$ cat src/sv/modexp_pkg.sv
`timescale 1ns / 1ps
`default_nettype none
// ----------------------------------------------------------------------------
// Modular exponentiation package
// Shared widths, reset constant and sequencer states for the exponentiation
// core and its checker.
// ----------------------------------------------------------------------------
package modexp_pkg;

  // Width of every field on the ports
  localparam int FIELD_WIDTH = 32;

  // Defaults for the top-level parameters
  localparam int OPERAND_WIDTH_DEF  = 32;
  localparam int EXPONENT_WIDTH_DEF = 32;

  // Modulus after reset
  localparam logic [FIELD_WIDTH-1:0] MODULUS_RESET = 32'd1000000007;

  typedef enum logic [2:0] {
    ST_IDLE,
    ST_REDUCE,
    ST_MUL,
    ST_SQR,
    ST_DRAIN
  } state_t;

endpackage
`default_nettype wire

$ cat src/sv/modular_exponentiation_core.sv
`timescale 1ns / 1ps
`default_nettype none
// ----------------------------------------------------------------------------
// Modular exponentiation core
// Computes base ^ exponent mod modulus by right-to-left square-and-multiply
// on one bit-serial shift-add modular multiplier.
// ----------------------------------------------------------------------------
//
//  Channel   Handshake            Payload               Direction
//  -------   ------------------   -------------------   ---------
//  in        in_valid/in_ready    base, exponent        into core
//  out       out_valid/out_ready  power_mod             out of core
//  cfg       cfg_wr_en            cfg_wr_data (modulus) into core
//
//  Work: each item runs the base reduction, then one multiplier run per set
//  exponent bit and one squaring per exponent bit below the highest set
//  bit, and then loads the output register. The single shift-add
//  multiplier takes one multiplier bit per cycle. A zero exponent costs
//  only the base reduction; a zero modulus skips straight to the result (0).
//  Reset: rst clears the sequencer and the output valid and restores the
//  modulus; no memory needs clearing.
//  Stalls: a result waits in the output register; the core takes the next
//  beat meanwhile and holds its own result at the end until the register
//  frees up.
//
// ----------------------------------------------------------------------------
module modular_exponentiation_core #(
  parameter int OPERAND_WIDTH  = modexp_pkg::OPERAND_WIDTH_DEF,
  parameter int EXPONENT_WIDTH = modexp_pkg::EXPONENT_WIDTH_DEF
) (
  input  wire logic                              clk,
  input  wire logic                              rst,
  // configuration
  input  wire logic                              cfg_wr_en,
  input  wire logic [modexp_pkg::FIELD_WIDTH-1:0] cfg_wr_data,
  // input channel
  input  wire logic                              in_valid,
  output logic                                   in_ready,
  input  wire logic [modexp_pkg::FIELD_WIDTH-1:0] base,
  input  wire logic [modexp_pkg::FIELD_WIDTH-1:0] exponent,
  // output channel
  output logic                                   out_valid,
  input  wire logic                              out_ready,
  output logic [modexp_pkg::FIELD_WIDTH-1:0]     power_mod
);

  localparam int W   = OPERAND_WIDTH;
  localparam int EW  = EXPONENT_WIDTH;
  localparam int CW  = $clog2(W);
  // exponent bits that actually arrive on the port
  localparam int EIN = (EW < modexp_pkg::FIELD_WIDTH) ? EW : modexp_pkg::FIELD_WIDTH;

  // configuration
  logic [W-1:0] modulus;

  // sequencer
  modexp_pkg::state_t state, state_next;

  // exponentiation registers
  logic [W-1:0]  acc;      // running product
  logic [W-1:0]  sq;       // running square
  logic [EW-1:0] e;        // remaining exponent bits

  // shift-add multiplier: r = x * y mod n, one bit of x per cycle, MSB first
  logic [W-1:0]  x_sh;
  logic [W-1:0]  y;
  logic [W-1:0]  r;
  logic [CW-1:0] cnt;

  logic in_fire;
  logic busy;
  logic last;
  logic out_free;

  // multiplier step
  logic [W:0]   n_ext;
  logic [W:0]   dbl;
  logic [W-1:0] dbl_red;
  logic [W:0]   sum;
  logic [W-1:0] red;

  // operands for the next multiplier run
  logic [W-1:0]  sq_new;
  logic [W-1:0]  acc_new;
  logic [EW-1:0] e_new;
  logic [W-1:0]  x_next;
  logic [W-1:0]  y_next;

  assign in_fire  = in_valid && in_ready;
  assign busy     = (state == modexp_pkg::ST_REDUCE) || (state == modexp_pkg::ST_MUL) ||
                    (state == modexp_pkg::ST_SQR);
  assign last     = (cnt == CW'(W - 1));
  assign out_free = !out_valid || out_ready;

  // Double the partial remainder, fold back once, then add y when the
  // current multiplier bit is set and fold back again. r and y stay below
  // n, so a single subtract suffices at each fold.
  always_comb begin
    n_ext   = {1'b0, modulus};
    dbl     = {r, 1'b0};
    dbl_red = (dbl >= n_ext) ? W'(dbl - n_ext) : dbl[W-1:0];
    sum     = {1'b0, dbl_red} + {1'b0, (y & {W{x_sh[W-1]}})};
    red     = (sum >= n_ext) ? W'(sum - n_ext) : sum[W-1:0];
  end

  // Values as they will stand once the current run retires
  always_comb begin
    sq_new  = (state == modexp_pkg::ST_MUL) ? sq : red;
    acc_new = (state == modexp_pkg::ST_MUL) ? red : acc;
    e_new   = (state == modexp_pkg::ST_SQR) ? (e >> 1) : e;
  end

  // Next state and handshake outputs
  always_comb begin
    state_next = state;
    in_ready   = 1'b0;
    case (state)
      modexp_pkg::ST_IDLE: begin
        // drop ready while reset holds, so no beat gets lost
        in_ready = !rst;
        if (in_valid) begin
          // no reduction possible with a zero modulus: result is zero
          state_next = (modulus == '0) ? modexp_pkg::ST_DRAIN : modexp_pkg::ST_REDUCE;
        end
      end
      modexp_pkg::ST_REDUCE, modexp_pkg::ST_SQR: begin
        if (last) begin
          if (e_new == '0) begin
            state_next = modexp_pkg::ST_DRAIN;
          end else if (e_new[0]) begin
            state_next = modexp_pkg::ST_MUL;
          end else begin
            state_next = modexp_pkg::ST_SQR;
          end
        end
      end
      modexp_pkg::ST_MUL: begin
        if (last) begin
          // skip the final squaring: no higher bit will use it
          state_next = ((e >> 1) != '0) ? modexp_pkg::ST_SQR : modexp_pkg::ST_DRAIN;
        end
      end
      modexp_pkg::ST_DRAIN: begin
        if (out_free) begin
          state_next = modexp_pkg::ST_IDLE;
        end
      end
      default: begin
        state_next = modexp_pkg::ST_IDLE;
      end
    endcase
  end

  // Multiply acc by the square, or square the square
  always_comb begin
    x_next = sq_new;
    y_next = (state_next == modexp_pkg::ST_MUL) ? acc_new : sq_new;
  end

  always_ff @(posedge clk) begin
    if (rst) begin
      state <= modexp_pkg::ST_IDLE;
    end else begin
      state <= state_next;
    end
  end

  always_ff @(posedge clk) begin
    if (rst) begin
      modulus <= W'(modexp_pkg::MODULUS_RESET);
    end else if (cfg_wr_en) begin
      modulus <= cfg_wr_data[W-1:0];
    end
  end

  // Datapath
  always_ff @(posedge clk) begin
    if (in_fire) begin
      // reduce the base first: run it through the multiplier against 1
      x_sh <= base[W-1:0];
      y    <= W'(1);
      r    <= '0;
      cnt  <= '0;
      e    <= EW'(exponent[EIN-1:0]);
      acc  <= (modulus == W'(1) || modulus == '0) ? '0 : W'(1);
    end else if (busy) begin
      if (last) begin
        sq   <= sq_new;
        acc  <= acc_new;
        e    <= e_new;
        // load the next run back to back
        r    <= '0;
        cnt  <= '0;
        x_sh <= x_next;
        y    <= y_next;
      end else begin
        r    <= red;
        x_sh <= x_sh << 1;
        cnt  <= cnt + CW'(1);
      end
    end
  end

  // Output register: hold the result until the beat is taken
  always_ff @(posedge clk) begin
    if (rst) begin
      out_valid <= 1'b0;
    end else if (state == modexp_pkg::ST_DRAIN && out_free) begin
      out_valid <= 1'b1;
    end else if (out_ready) begin
      out_valid <= 1'b0;
    end
  end

  always_ff @(posedge clk) begin
    if (state == modexp_pkg::ST_DRAIN && out_free) begin
      power_mod <= modexp_pkg::FIELD_WIDTH'(acc);
    end
  end

endmodule
`default_nettype wire

$ cat config.mk
export PLATFORM = sky130hd
export DESIGN_NAME = modular_exponentiation_core
export DESIGN_NICKNAME = d
export VERILOG_FILES = /design/src/sv/modexp_pkg.sv /design/src/sv/modular_exponentiation_core.sv
export SDC_FILE = /design/constraint.sdc
export NUM_CORES = 1
export LEC_CHECK = 0
export ABC_AREA = 1
export BUFFER_PORTS_ARGS = -buffer_cell sky130_fd_sc_hd__buf_2
export CELL_PAD_IN_SITES_DETAIL_PLACEMENT = 0
export CELL_PAD_IN_SITES_GLOBAL_PLACEMENT = 1
export CORE_ASPECT_RATIO = 0.9
export CORE_MARGIN = 4
export CORE_UTILIZATION = 29
export CTS_CLUSTER_DIAMETER = 100
export CTS_CLUSTER_SIZE = 8
export DETAILED_ROUTE_END_ITERATION = 10
export PLACE_DENSITY_LB_ADDON = 0.1
export REMOVE_ABC_BUFFERS = 1
export SETUP_SLACK_MARGIN = 0.3
export SLEW_MARGIN = 30
export SYNTH_ARGS = -nofsm -noshare
export SYNTH_HDL_FRONTEND = slang
export SYNTH_SLANG_ARGS = --single-unit
$ cat constraint.sdc
create_clock -name clk -period 7.2 [get_ports clk]
set_clock_uncertainty 0.05 [all_clocks]
set_input_delay 1.44 -clock clk [delete_from_list [all_inputs] [get_ports clk]]
set_output_delay 1.44 -clock clk [all_outputs]
set_load 0.02 [all_outputs]
==> qor.log <==
INFO  floorplan      die-area=71500um2
INFO  clocking       clkLatencyLatePin=0.57ns
INFO  sta            final_hold_fails=0
INFO  logic_synthesis synth_most_common_cell=sky130_fd_sc_hd__nand2_1
INFO  sta            final_setup_viols=0
INFO  setup_path     rrSetupSlack=0.62ns
INFO  place          hpwl=64.8mm
INFO  layout         final_cell_area=24800um2
INFO  setup_path     worstSetupPathType=register to register
INFO  hold_path      holdCritPathClass=register to register
INFO  sta            total_negative_setup_slacks=0ns
INFO  global_routing pin_count_of_the_biggest_net_entering_global_routing=70
INFO  place          finalWeightedCongestion=0.957
INFO  power_and_ir_drop netSwitchingPower=6.66mW
INFO  clocking       cts_made_buffers=41
INFO  power_and_ir_drop cellInternalPower=6.76mW
INFO  power_and_ir_drop static-leakage-power=12.6nW
INFO  layout         fin_util=37.5%
INFO  power_and_ir_drop power_density=541nW/um2
INFO  setup_path     timing.critical_path.slowest_stage_cell=sky130_fd_sc_hd__fa_1
INFO  clocking       clock_tree.root_cell=sky130_fd_sc_hd__clkbuf_16
INFO  power_and_ir_drop p_clk_share=13.8%
INFO  sta            max_freq=152MHz
INFO  sta            rsz0062_at_grt=true
INFO  drt            route.detailed.wl_per_inst=19.6um
INFO  clocking       h_tree_level_count=2
INFO  logic_synthesis ys_warn_count=0
INFO  clocking       tritoncts=done
INFO  power_and_ir_drop power_frac_comb=70.9%
INFO  power_and_ir_drop design_power_total=13.4mW
INFO  logic_synthesis synthesis.instances=2929
INFO  clocking       cts.reportedPaths.clkPinSlew=0.05ns
INFO  logic_synthesis synth-seq-area-share=35.4%
INFO  place          dpl.cell_count=4112
INFO  drt            wirelength=82.2mm
INFO  logic_synthesis post_synth_instance_area=19500um2
INFO  drt            avgViaCountPerCell=4.78
INFO  drt            detail_route.first_pass.iterations=6
INFO  logic_synthesis synthArstFlopShare=0%
INFO  floorplan      floorplan.rows=89
INFO  global_routing antenna_found_initial=0
INFO  logic_synthesis synth_common_cells=sky130_fd_sc_hd__nand2_1, sky130_fd_sc_hd__inv_1, sky130_fd_sc_hd__nand3_1, sky130_fd_sc_hd__edfxtp_1, sky130_fd_sc_hd__nor2_1
INFO  sta            slew_violations=0
INFO  power_and_ir_drop share_of_total_power_consumed_by_net_switching=49.6%
INFO  logic_synthesis synth_top_area_share=24.6%
INFO  place          worst_setup_slack_post_dpl=-0.541ns
INFO  sta            final_period_minus_worst_setup_slack=6.58ns
INFO  setup_path     critical_path.startpoint_type=register
INFO  outcome        run_status=completed
INFO  layout         flow.area_growth_from_synthesis=27.1%
INFO  sta            fin_worst_hold_slack=0.398ns
INFO  floorplan      dieWidth=281um
INFO  drt            final_antenna_net_count=0
INFO  clocking       cts_sinks=265
INFO  layout         finalNetCount=3504
INFO  drt            initialDrtViolationCount=1268
INFO  floorplan      initial_core_util=29.5%
INFO  setup_path     worst-path-max-fanout=13
INFO  global_routing first_global_vias=19700
INFO  sta            slew_headroom=36.6%
INFO  layout         layout-drive-gt1-share=18.8%
INFO  job            max_cap_violations=0
INFO  setup_path     worst_path_largest_cell_delay=0.50ns
INFO  power_and_ir_drop vdd_drop_max=0.231mV
INFO  logic_synthesis netlist_top_cells_area=sky130_fd_sc_hd__edfxtp_1, sky130_fd_sc_hd__nand2_1, sky130_fd_sc_hd__dfxtp_1
INFO  place          buffer_ports.inserted=134
INFO  logic_synthesis synth.ff_latch_count=265
INFO  logic_synthesis synth.distinct_cells=44
INFO  place          place_area=23000um2
INFO  global_routing global_route.overflow_total=0
INFO  floorplan      std_cell_core_area=66100um2
INFO  logic_synthesis synth-edff-count=160
INFO  setup_path     category_of_the_worst_setup_path_capture_point=register
INFO  logic_synthesis ys_dominant_reg_cell=sky130_fd_sc_hd__edfxtp_1
INFO  drt            dr_total_vias=20100
INFO  global_routing grt_first_pass_wirelength=121mm
INFO  drt            drt_drc_violations_left=0
INFO  power_and_ir_drop share_seq_of_total_power=15.2%
INFO  setup_path     crit_path_frequent_cell=sky130_fd_sc_hd__nand2_1
INFO  clocking       cts_buffer_depth=3
INFO  sta            timing.final.ws_setup=0.622ns
INFO  floorplan      die_height=254um
INFO  setup_path     worstPathRequired=7.46ns
INFO  floorplan      num_io_pins=135
INFO  logic_synthesis synth_area_per_cell=6.66um2
INFO  layout         antennaDiodeCount=0
INFO  sta            period_share=91.4%
INFO  logic_synthesis netlist.top_cell.by_area=sky130_fd_sc_hd__edfxtp_1
INFO  sta            tightest_slew=0.952ns
INFO  global_routing global_router_s_overall_resource_usage=22.4%
INFO  setup_path     worst-endpoint-arrival=6.84ns
INFO  layout         layoutNonFillerInstCount=4197
==> power by group through the flow <==
| stage | Sequential (mW) | Combinational, mW | Clock, mW |
|---|---|---|---|
| after floorplan | 1.98 | 4.71 | 0 |
| after global placement | 2.07 | 9.11 | 0 |
| after detailed placement | 2.07 | 9.11 | 0 |
| after CTS | 2.04 | 9.20 | 1.91 |
| after global routing | 2.05 | 10.5 | 1.97 |
| final | 2.04 | 9.52 | 1.86 |
==> timing repair <==
action	CTS	global route
cloned	0	1
setup endpoints to repair	160	160
pin swaps	1	19
gates resized for setup	24	104
hold buffers	0	0
hold endpoints to repair	0	0
buffers inserted	1	9
==> cells in the final DEF, fill, tap and decap left out, types with 10 or more instances in the layout <==
master,n
sky130_fd_sc_hd__o21ai_1,16
sky130_fd_sc_hd__nor2_2,14
sky130_fd_sc_hd__nand3_2,30
sky130_fd_sc_hd__inv_1,424
sky130_fd_sc_hd__o21bai_1,10
sky130_fd_sc_hd__xor2_1,26
sky130_fd_sc_hd__nand3b_1,20
sky130_fd_sc_hd__nand3_1,334
sky130_fd_sc_hd__nor2_1,137
sky130_fd_sc_hd__dfxtp_1,98
sky130_fd_sc_hd__nor3_1,21
sky130_fd_sc_hd__xnor2_1,26
sky130_fd_sc_hd__nand2_2,23
sky130_fd_sc_hd__or2_2,31
sky130_fd_sc_hd__buf_2,134
sky130_fd_sc_hd__o21ai_0,127
sky130_fd_sc_hd__nand2_1,1005
sky130_fd_sc_hd__buf_4,274
sky130_fd_sc_hd__edfxtp_1,160
sky130_fd_sc_hd__ha_1,87
sky130_fd_sc_hd__clkbuf_16,43
sky130_fd_sc_hd__nand4_1,18
sky130_fd_sc_hd__a21oi_1,133
sky130_fd_sc_hd__clkbuf_1,26
==> worst max-delay path, delay by kind of cell, from the launching register on <==
family / cells / cell delay, ns
compound gates: 7 / 1.44
xor+xnor: 1 / 0.09
fa+ha+maj: 3 / 1.16
buf+inv: 7 / 0.95
flops: 1 / 0.38
simple gates: 17 / 2.21
==> layout make-up <==
type | count | area [um2]
tap | 864 | 1080
clock inverter | 5 | 41.3
fill | 7263 | 41300
timing repair buffer | 420 | 2970
inverter | 429 | 1610
clock buffer | 69 | 1160
sequential | 265 | 6920
multi-input combinational | 2145 | 11000
==> logic make-up (layout without fill, tap and decap cells) <==
group,count (synthesis),count (layout),synth area share [%]
compound gates,320,320,8.66
xor+xnor,59,59,2.65
buf+inv,519,923,10.5
simple gates,1665,1665,36.2
fa+ha+maj,101,101,6.59
flops,265,265,35.4
==> metal layers <==
metal / up-vias / track usage [%] / routed length (um) / part of all wire [%]
li1: 10200 / - / - / -
met1: 9369 / 30.6 / 38300 / 47
met2: 412 / 38.0 / 38600 / 47
met3: 86 / 2.24 / 3100 / 3.8
met4: 0 / 5.73 / 2190 / 2.7
met5: - / 0 / 0 / 0
==> final timing paths <==
check / endpoint / from / cells past startpoint
max: x_sh[19] / modulus[0] / 35
min: power_mod[16] / acc[16] / 0
max reg2reg: x_sh[19] / modulus[0] / 35
min reg2reg: power_mod[16] / acc[16] / 0
==> state kept, by name (all words and copies together), names as in the netlist <==
name	count
acc	32
e	32
modulus	32
power_mod	32
r	32
sq	32
x_sh	32
y	32
cnt	5
state	3
out_valid	1
Note: power is estimated with default switching activity, not from simulation.
